<file path="src/rtl/interleaved_frame_deframer_top_assert.svh">
// Assertion macros used by the deframer RTL (ifd_parser).
// Needs a clock named clk and an active-low reset named arst_n in scope.
`ifndef INTERLEAVED_FRAME_DEFRAMER_TOP_ASSERT_SVH
`define INTERLEAVED_FRAME_DEFRAMER_TOP_ASSERT_SVH
`ifndef SYNTHESIS
// same-cycle implication
`define IFD_ASSERT_NOW(lbl, pre, post, msg) \
	lbl: assert property (@(posedge clk) disable iff (!arst_n) (pre) |-> (post)) \
		else $error(msg);
// next-cycle implication
`define IFD_ASSERT_NEXT(lbl, pre, post, msg) \
	lbl: assert property (@(posedge clk) disable iff (!arst_n) (pre) |=> (post)) \
		else $error(msg);
`else
`define IFD_ASSERT_NOW(lbl, pre, post, msg)
`define IFD_ASSERT_NEXT(lbl, pre, post, msg)
`endif
`endif

</file>
<file path="src/rtl/ifd_pkg.sv">
// Shared types and constants for the interleaved frame deframer.
// No dependencies.
package ifd_pkg;

	localparam logic [7:0] DOLLAR_BYTE = 8'h24;
	localparam logic [7:0] MARK_MASK   = 8'hC0;
	localparam logic [7:0] MARK_VALUE  = 8'h80;

	localparam int unsigned CFG_IDX_W = 2;
	localparam logic [CFG_IDX_W-1:0] CFG_IDX_CHAN_LOW  = 2'd0;
	localparam logic [CFG_IDX_W-1:0] CFG_IDX_CHAN_HIGH = 2'd1;
	localparam logic [CFG_IDX_W-1:0] CFG_IDX_MAX_LEN   = 2'd2;

	localparam logic KIND_PAYLOAD = 1'b0;
	localparam logic KIND_SKIPPED = 1'b1;

	typedef struct packed {
		logic [63:0] chan_low;
		logic [63:0] chan_high;
		logic [15:0] max_payload;
	} cfg_t;

	typedef struct packed {
		logic       valid;
		logic       kind;
		logic [7:0] payload_byte;
		logic [7:0] frame_channel;
		logic       last_of_frame;
	} res_t;

endpackage

</file>
<file path="src/rtl/ifd_cfg_regs.sv">
// Configuration registers of the deframer: channel enable masks, max payload.
// Depends on ifd_pkg.
module ifd_cfg_regs (
	input  logic                        clk,
	input  logic                        arst_n,
	input  logic                        cfg_we,
	input  logic [ifd_pkg::CFG_IDX_W-1:0] cfg_index,
	input  logic [63:0]                 cfg_data,
	output ifd_pkg::cfg_t               cfg
);
	import ifd_pkg::*;

	cfg_t cfg_q;

	always_ff @(posedge clk or negedge arst_n) begin
		if (!arst_n) begin
			cfg_q.chan_low    <= '0;
			cfg_q.chan_high   <= '0;
			cfg_q.max_payload <= 16'hFFFF;
		end else if (cfg_we) begin
			unique case (cfg_index)
				CFG_IDX_CHAN_LOW:  cfg_q.chan_low    <= cfg_data;
				CFG_IDX_CHAN_HIGH: cfg_q.chan_high   <= cfg_data;
				CFG_IDX_MAX_LEN:   cfg_q.max_payload <= cfg_data[15:0];
				default: ;
			endcase
		end
	end

	assign cfg = cfg_q;
endmodule

</file>
<file path="src/rtl/ifd_in_stage.sv">
// Input register stage: one byte beat held until the parser takes it.
// Depends on nothing.
module ifd_in_stage (
	input  logic       clk,
	input  logic       arst_n,
	input  logic       s_tvalid,
	output logic       s_tready,
	input  logic [7:0] s_tdata,
	input  logic       advance,
	output logic       byte_valid_s1,
	output logic [7:0] byte_s1
);
	logic take;

	assign s_tready = !byte_valid_s1 || advance;
	assign take     = s_tvalid && s_tready;

	always_ff @(posedge clk or negedge arst_n) begin
		if (!arst_n) begin
			byte_valid_s1 <= 1'b0;
		end else begin
			byte_valid_s1 <= take || (byte_valid_s1 && !advance);
		end
	end

	always_ff @(posedge clk) begin
		if (take) begin
			byte_s1 <= s_tdata;
		end
	end
endmodule

</file>
<file path="src/rtl/ifd_parser.sv">
// Frame parser: header tracking, header check with rescan, length count.
// Depends on ifd_pkg and the assertion macro header.
`include "interleaved_frame_deframer_top_assert.svh"
module ifd_parser (
	input  logic          clk,
	input  logic          arst_n,
	input  ifd_pkg::cfg_t cfg,
	input  logic          step,
	input  logic [7:0]    in_byte,
	output ifd_pkg::res_t res
);
	import ifd_pkg::*;

	typedef enum logic [2:0] {
		PH_HUNT  = 3'd0,
		PH_CHAN  = 3'd1,
		PH_LENH  = 3'd2,
		PH_LENL  = 3'd3,
		PH_FIRST = 3'd4,
		PH_BODY  = 3'd5
	} phase_t;

	phase_t      phase_q, phase_d;
	logic [7:0]  chan_q, chan_d;
	logic [7:0]  len_hi_q, len_hi_d;
	logic [7:0]  len_lo_q, len_lo_d;
	logic [15:0] left_q, left_d;
	logic        skip_q, skip_d;

	logic [15:0] len;
	logic [15:0] left_dec;
	logic [15:0] first_left;
	logic        chan_en;
	logic        hdr_bad;
	logic        oversize;

	assign len        = {len_hi_q, len_lo_q};
	assign first_left = len - 16'd1;
	assign left_dec   = left_q - 16'd1;
	assign oversize   = len > cfg.max_payload;
	assign hdr_bad    = !chan_en || ((in_byte & MARK_MASK) != MARK_VALUE);

	// channels 128 and up are never enabled
	always_comb begin
		if (chan_q[7]) begin
			chan_en = 1'b0;
		end else if (chan_q[6]) begin
			chan_en = cfg.chan_high[chan_q[5:0]];
		end else begin
			chan_en = cfg.chan_low[chan_q[5:0]];
		end
	end

	always_comb begin
		phase_d  = phase_q;
		chan_d   = chan_q;
		len_hi_d = len_hi_q;
		len_lo_d = len_lo_q;
		left_d   = left_q;
		skip_d   = skip_q;
		res.valid         = 1'b0;
		res.kind          = KIND_PAYLOAD;
		res.payload_byte  = in_byte;
		res.frame_channel = chan_q;
		res.last_of_frame = 1'b0;
		unique case (phase_q)
			PH_HUNT: begin
				if (in_byte == DOLLAR_BYTE) begin
					phase_d = PH_CHAN;
				end
			end
			PH_CHAN: begin
				chan_d  = in_byte;
				phase_d = PH_LENH;
			end
			PH_LENH: begin
				len_hi_d = in_byte;
				phase_d  = PH_LENL;
			end
			PH_LENL: begin
				len_lo_d = in_byte;
				// zero length frame is dropped
				phase_d  = ({len_hi_q, in_byte} == 16'd0) ? PH_HUNT : PH_FIRST;
			end
			PH_FIRST: begin
				if (hdr_bad) begin
					// drop '$' and channel, rescan the remaining held bytes
					phase_d = PH_HUNT;
					if (len_hi_q == DOLLAR_BYTE) begin
						chan_d   = len_lo_q;
						len_hi_d = in_byte;
						phase_d  = PH_LENL;
					end else if (len_lo_q == DOLLAR_BYTE) begin
						chan_d  = in_byte;
						phase_d = PH_LENH;
					end else if (in_byte == DOLLAR_BYTE) begin
						phase_d = PH_CHAN;
					end
				end else begin
					res.valid         = !oversize || (first_left == 16'd0);
					res.kind          = oversize ? KIND_SKIPPED : KIND_PAYLOAD;
					res.payload_byte  = oversize ? 8'd0 : in_byte;
					res.last_of_frame = (first_left == 16'd0);
					if (first_left == 16'd0) begin
						phase_d = PH_HUNT;
					end else begin
						phase_d = PH_BODY;
						left_d  = first_left;
						skip_d  = oversize;
					end
				end
			end
			PH_BODY: begin
				if (left_q == 16'd0) begin
					phase_d = PH_HUNT;
					skip_d  = 1'b0;
				end else begin
					res.valid         = !skip_q || (left_dec == 16'd0);
					res.kind          = skip_q ? KIND_SKIPPED : KIND_PAYLOAD;
					res.payload_byte  = skip_q ? 8'd0 : in_byte;
					res.last_of_frame = (left_dec == 16'd0);
					left_d            = left_dec;
					if (left_dec == 16'd0) begin
						phase_d = PH_HUNT;
						skip_d  = 1'b0;
					end
				end
			end
			default: begin
				phase_d = PH_HUNT;
				left_d  = 16'd0;
				skip_d  = 1'b0;
			end
		endcase
	end

	always_ff @(posedge clk or negedge arst_n) begin
		if (!arst_n) begin
			phase_q <= PH_HUNT;
			left_q  <= 16'd0;
			skip_q  <= 1'b0;
		end else if (step) begin
			phase_q <= phase_d;
			left_q  <= left_d;
			skip_q  <= skip_d;
		end
	end

	always_ff @(posedge clk) begin
		if (step) begin
			chan_q   <= chan_d;
			len_hi_q <= len_hi_d;
			len_lo_q <= len_lo_d;
		end
	end

	`IFD_ASSERT_NOW(a_skip_in_body, skip_q, phase_q == PH_BODY, "skip flag outside payload")
	`IFD_ASSERT_NOW(a_count_only_in_body, phase_q != PH_BODY, left_q == 16'd0,
		"byte count nonzero outside payload")
	`IFD_ASSERT_NEXT(a_last_ends_frame, step && res.valid && res.last_of_frame,
		phase_q == PH_HUNT && !skip_q, "frame end did not return to hunting")
endmodule

</file>
<file path="src/rtl/ifd_out_reg.sv">
// Result register: holds one result beat until the sink takes it.
// Depends on ifd_pkg.
module ifd_out_reg (
	input  logic          clk,
	input  logic          arst_n,
	input  logic          load,
	input  ifd_pkg::res_t res,
	output logic          out_free,
	output logic          m_tvalid,
	input  logic          m_tready,
	output logic [15:0]   m_tdata,
	output logic          m_tuser,
	output logic          m_tlast
);
	import ifd_pkg::*;

	logic        kind_q;
	logic [7:0]  byte_q;
	logic [7:0]  chan_q;
	logic        last_q;
	logic        valid_q;

	assign out_free = !valid_q || m_tready;

	always_ff @(posedge clk or negedge arst_n) begin
		if (!arst_n) begin
			valid_q <= 1'b0;
		end else if (load) begin
			valid_q <= 1'b1;
		end else if (m_tready) begin
			valid_q <= 1'b0;
		end
	end

	always_ff @(posedge clk) begin
		if (load) begin
			kind_q <= res.kind;
			byte_q <= res.payload_byte;
			chan_q <= res.frame_channel;
			last_q <= res.last_of_frame;
		end
	end

	assign m_tvalid = valid_q;
	assign m_tdata  = {chan_q, byte_q};
	assign m_tuser  = kind_q;
	assign m_tlast  = last_q;
endmodule

</file>
<file path="src/rtl/interleaved_frame_deframer_top.sv">
// Interleaved frame deframer, top level. Takes a byte stream of '$'-framed
// frames (channel byte, 16-bit big-endian length, payload) and delivers each
// payload byte tagged with its channel; oversize frames are swallowed and
// reported by one skip beat on their last byte. Throughput is one byte per
// clock while the sink does not stall: header checks and the length count
// are combinational logic between the input register and the result
// register. Bytes outside frames, header bytes, rejected headers and
// zero-length frames give no output beat.
// Depends on ifd_pkg, ifd_cfg_regs, ifd_in_stage, ifd_parser, ifd_out_reg.
module interleaved_frame_deframer_top (
	input  logic                          clk,
	input  logic                          arst_n,
	// config write port; index 0 chan mask low, 1 chan mask high, 2 max payload
	input  logic                          cfg_we,
	input  logic [ifd_pkg::CFG_IDX_W-1:0] cfg_index,
	input  logic [63:0]                   cfg_data,
	// input stream
	input  logic                          s_tvalid,
	output logic                          s_tready,
	input  logic [7:0]                    s_tdata,  // [7:0] data_byte
	// result stream
	output logic                          m_tvalid,
	input  logic                          m_tready,
	output logic [15:0]                   m_tdata,  // [7:0] payload_byte, [15:8] frame_channel
	output logic                          m_tuser,  // [0] kind: 0 payload, 1 oversize skipped
	output logic                          m_tlast   // last_of_frame
);
	import ifd_pkg::*;

	cfg_t       cfg;
	res_t       res;
	logic       byte_valid_s1;
	logic [7:0] byte_s1;
	logic       out_free;
	logic       advance;

	// The held byte moves into the parser only when the result register can
	// take whatever it produces; beats with no result move under the same rule.
	assign advance = byte_valid_s1 && out_free;

	ifd_cfg_regs u_cfg (
		.clk       (clk),
		.arst_n    (arst_n),
		.cfg_we    (cfg_we),
		.cfg_index (cfg_index),
		.cfg_data  (cfg_data),
		.cfg       (cfg)
	);

	ifd_in_stage u_in (
		.clk           (clk),
		.arst_n        (arst_n),
		.s_tvalid      (s_tvalid),
		.s_tready      (s_tready),
		.s_tdata       (s_tdata),
		.advance       (advance),
		.byte_valid_s1 (byte_valid_s1),
		.byte_s1       (byte_s1)
	);

	ifd_parser u_parser (
		.clk     (clk),
		.arst_n  (arst_n),
		.cfg     (cfg),
		.step    (advance),
		.in_byte (byte_s1),
		.res     (res)
	);

	ifd_out_reg u_out (
		.clk      (clk),
		.arst_n   (arst_n),
		.load     (advance && res.valid),
		.res      (res),
		.out_free (out_free),
		.m_tvalid (m_tvalid),
		.m_tready (m_tready),
		.m_tdata  (m_tdata),
		.m_tuser  (m_tuser),
		.m_tlast  (m_tlast)
	);
endmodule
</file>
<file path="config.mk">
export PLATFORM = sky130hd
export DESIGN_NAME = interleaved_frame_deframer_top
export DESIGN_NICKNAME = d
export VERILOG_FILES = /design/src/rtl/ifd_pkg.sv /design/src/rtl/ifd_cfg_regs.sv /design/src/rtl/ifd_in_stage.sv /design/src/rtl/ifd_parser.sv /design/src/rtl/ifd_out_reg.sv /design/src/rtl/interleaved_frame_deframer_top.sv
export VERILOG_INCLUDE_DIRS = /design/src /design/src/rtl
export SDC_FILE = /design/constraint.sdc
export NUM_CORES = 1
export LEC_CHECK = 0
export BUFFER_PORTS_ARGS = -buffer_cell sky130_fd_sc_hd__buf_2
export CORE_MARGIN = 1.5
export CORE_UTILIZATION = 50
export DETAILED_ROUTE_END_ITERATION = 12
export PLACE_DENSITY = 0.75
export SLEW_MARGIN = 20
export SYNTH_ARGS = -nofsm -noshare
export SYNTH_HDL_FRONTEND = slang
export SYNTH_SLANG_ARGS = --single-unit
</file>
<file path="constraint.sdc">
create_clock -name clk -period 8.56 [get_ports clk]
set_input_delay 1.712 -clock clk [delete_from_list [all_inputs] [get_ports clk]]
set_output_delay 1.712 -clock clk [all_outputs]
set_load 0.02 [all_outputs]
</file>
==> impl_metrics.ini <==
[critical_path]
slowest_stage = or2_1
r2r_cells = 9
regToRegStartpoint = u_parser.chan_q[0]$_DFFE_PP_
reg2reg_slack_ns = 4.46
cp.arrival_ns = 4.48
end_kind = flip-flop
path_buf_inv = 1
startpoint_type = flip-flop
path_cells = buf_4 > mux4_2 > and2_1 > a2111oi_0 > nor4_1 > o311a_1 > a31oi_4 > or2_1 > mux2_4
crit_required_ns = 8.94
r2r-end = u_parser.left_q[0]$_DFFE_PN0P_
path_class = reg2reg
max_stage_delay_ns = 0.72
critical_path.max_fanout = 30
cp_top_family = compound AO/OA/AOI/OAI gates

[clocking]
cts_hold_buffers = 0
clockBufferDepth = 3
cts_inserted_buffers = 23
cts-htree-levels = 1
cts_setup_buffers = 0
clkLatencyLatePin_ns = 0.52
clk_pin_slew_worst_paths_ns = 0.06
cts_resized = 0
ctsRootBufferMaster = clkbuf_16
clock_sinks = 216
cts_tree = yes

[placed_design]
dp_hpwl_um = 17100
place_congestion = 0.867
dp.cells = 1163
port-buffer-count = 98

[timing]
finalHoldViolCount = 0
fin_crit_sh = 0.479
period_needed_ns = 4.10
max_freq_mhz = 244
setup_viol = 0
rsz0062_at_grt = no
report.final.slew_viol_count = 0
fin_skew_ns = 0.0251
fin_setup_tns_ns = 0
relSlewSlack = 0.398
tightest_slew_ns = 0.903

[floorplanning]
core-area_um2 = 21100
die_h_um = 150
io_pins = 99
rows = 53
die_w_um = 150
start_util = 0.511
die-area_um2 = 22500

[power]
leakage_nw = 4.99
p_switching_w = 0.00103
p_per_area_nw_per_um2 = 268
p_seq_frac = 0.436
swShare = 0.315
clkPwrFrac = 0.308
internal_power_w = 0.00225
vdd_drop_max_v = 0.000167
pwr-share-comb = 0.256

[logic_synthesis]
synthesis.area_um2 = 10800
synth.most_common_cell = mux2_2
synth-edff-count = 50
async_reset_ff_frac = 0.769
synth_common_cells = 152 x mux2_2, 150 x dfrtp_1, 50 x edfxtp_1
ys_warn_count = 0
synth_top_area_frac = 0.348
yosysSeqAreaShare = 0.526
ys_ff_latch = 216
synth_top_area_cell = dfrtp_1
synth_cells = 827
synth_nets = 926
syn_avg_cell_area_um2 = 13.0
synth_ff_type = dfrtp_1
synth.area.top_cells = dfrtp_1 35%, mux2_2 16%, edfxtp_1 14%
synth_cell_types = 70

[grt]
grt.total_usage = 0.222
grt-ovfl-total = 0
antenna_found_initial = 2
grt_pass1_vias = 7198
grt_max_degree = 97
grt_pass1_wl_um = 39000

[cells_and_area]
synthToLayoutAreaGrowth_pct = 13.4
instances_no_fill = 1206
multi_input_comb_area_um2 = 4770
fill_cells = 1716
fin_nets = 1012
layout-drive-gt1-share = 0.396
regArea_um2 = 5680

[outcome]
outcome = finished, final reports clean

[drt]
post_drt_via_cell_ratio = 5.95
drtPass1Iterations = 5
post_drt_wl_per_cell_um = 20.2
drc = 0
final_antenna_net_count = 0
dr.first_iter.drc_count = 573
vias = 7171
wl_um = 24300

[worst_hold_path]
holdCritStartpoint = u_parser.chan_q[7]$_DFFE_PP_
hp-class = reg2reg
whs_path_depth = 0
min_to = u_out.chan_q[7]$_DFFE_PP_

[run]
maxCapViolCount = 0
==> placed cells by master, fill, tap and decap left out, types with 4 or more instances in the layout <==
| cell | n |
|---|---|
| nand2_1 | 37 |
| o21ai_2 | 9 |
| nand2b_1 | 9 |
| nand4_1 | 7 |
| clkbuf_1 | 4 |
| clkbuf_16 | 24 |
| inv_1 | 29 |
| nor4_1 | 7 |
| or4_1 | 4 |
| a22oi_1 | 4 |
| or3_1 | 5 |
| nor2b_1 | 5 |
| o22ai_1 | 4 |
| buf_2 | 97 |
| nand3_1 | 13 |
| dfstp_2 | 16 |
| xnor2_1 | 9 |
| nor2_1 | 43 |
| nand3b_1 | 7 |
| and2_1 | 17 |
| mux2_2 | 152 |
| a31oi_1 | 5 |
| o31ai_1 | 13 |
| nor3_1 | 19 |
| a21oi_1 | 26 |
| nor3_2 | 5 |
| o32a_1 | 4 |
| mux2i_1 | 10 |
| edfxtp_1 | 50 |
| o21ai_0 | 20 |
| dfrtp_1 | 150 |
| buf_4 | 7 |
| xor2_1 | 5 |
| mux4_2 | 30 |
| ha_1 | 20 |
==> registers in the layout (all words and copies together), names as in the netlist <==
signal	flops
u_parser.skip_q	1
u_out.m_tuser	1
u_out.byte_q	8
u_cfg.cfg	144
u_out.m_tvalid	1
u_out.chan_q	8
u_parser.phase_q	3
u_in.byte_valid_s1	1
u_in.byte_s1	8
u_out.m_tlast	1
u_parser.chan_q	8
u_parser.left_q	16
u_parser.len_hi_q	8
u_parser.len_lo_q	8
==> layout make-up <==
class	instances	share of cell area
flip-flops and latches	216	0.464
clock buffers	31	0.0537
repair buffers	105	0.0449
inverters	30	0.00921
diodes	1	0.000205
clock inverters	11	0.00982
multi-input cells	537	0.390
well taps	275	0.0281
==> metrics by stage <==
stage                util  setup WS, ns  total power (W)  instance area, µm²  hold WS (ns)
floorplan               -          4.86          0.00204               10800         0.421
global placement    0.542          4.50          0.00224               11400         0.439
detailed placement  0.542          4.49          0.00227               11400         0.441
CTS                 0.579          4.44          0.00328               12200         0.455
global route        0.580          4.26          0.00345               12200         0.462
finish              0.580          4.46          0.00328               12200         0.454
==> cell families after synthesis <==
kind of cell | synth area share
fa+ha+maj | 0.0232
flops | 0.526
buf+inv | 0.0339
compound gates | 0.0768
xor+xnor | 0.0114
mux | 0.233
simple gates | 0.0951
==> routing by layer <==
| metal | share of wire | GRT usage |
|---|---|---|
| met1 | 0.44 | 0.319 |
| met2 | 0.48 | 0.352 |
| met3 | 0.058 | 0.0348 |
| met4 | 0.021 | 0.0593 |
| met5 | 0.00041 | 0 |
==> power groups by stage <==
stage	Combinational [W]	Sequential, W	Clock, W
floorplan	0.000675	0.00137	0
global placement	0.000804	0.00144	0
detailed placement	0.000824	0.00144	0
CTS	0.000830	0.00143	0.00102
global route	0.000918	0.00146	0.00107
finish	0.000838	0.00143	0.00101
==> worst max path at each step <==
stage                     cells after the start                    startpoint                             end  slack, ns
after global routing                          9  u_parser.chan_q[0]$_DFFE_PP_  u_parser.left_q[1]$_DFFE_PN0P_       4.26
after CTS                                     9  u_parser.chan_q[0]$_DFFE_PP_  u_parser.left_q[0]$_DFFE_PN0P_       4.44
final                                         9  u_parser.chan_q[0]$_DFFE_PP_  u_parser.left_q[0]$_DFFE_PN0P_       4.46
after detailed placement                      9  u_parser.chan_q[0]$_DFFE_PP_  u_parser.left_q[0]$_DFFE_PN0P_       4.49
after global placement                        9  u_parser.chan_q[0]$_DFFE_PP_  u_parser.left_q[0]$_DFFE_PN0P_       4.50
after floorplan                               1                      m_tready                        s_tready       4.86
Note: power is estimated with default switching activity, not from simulation.
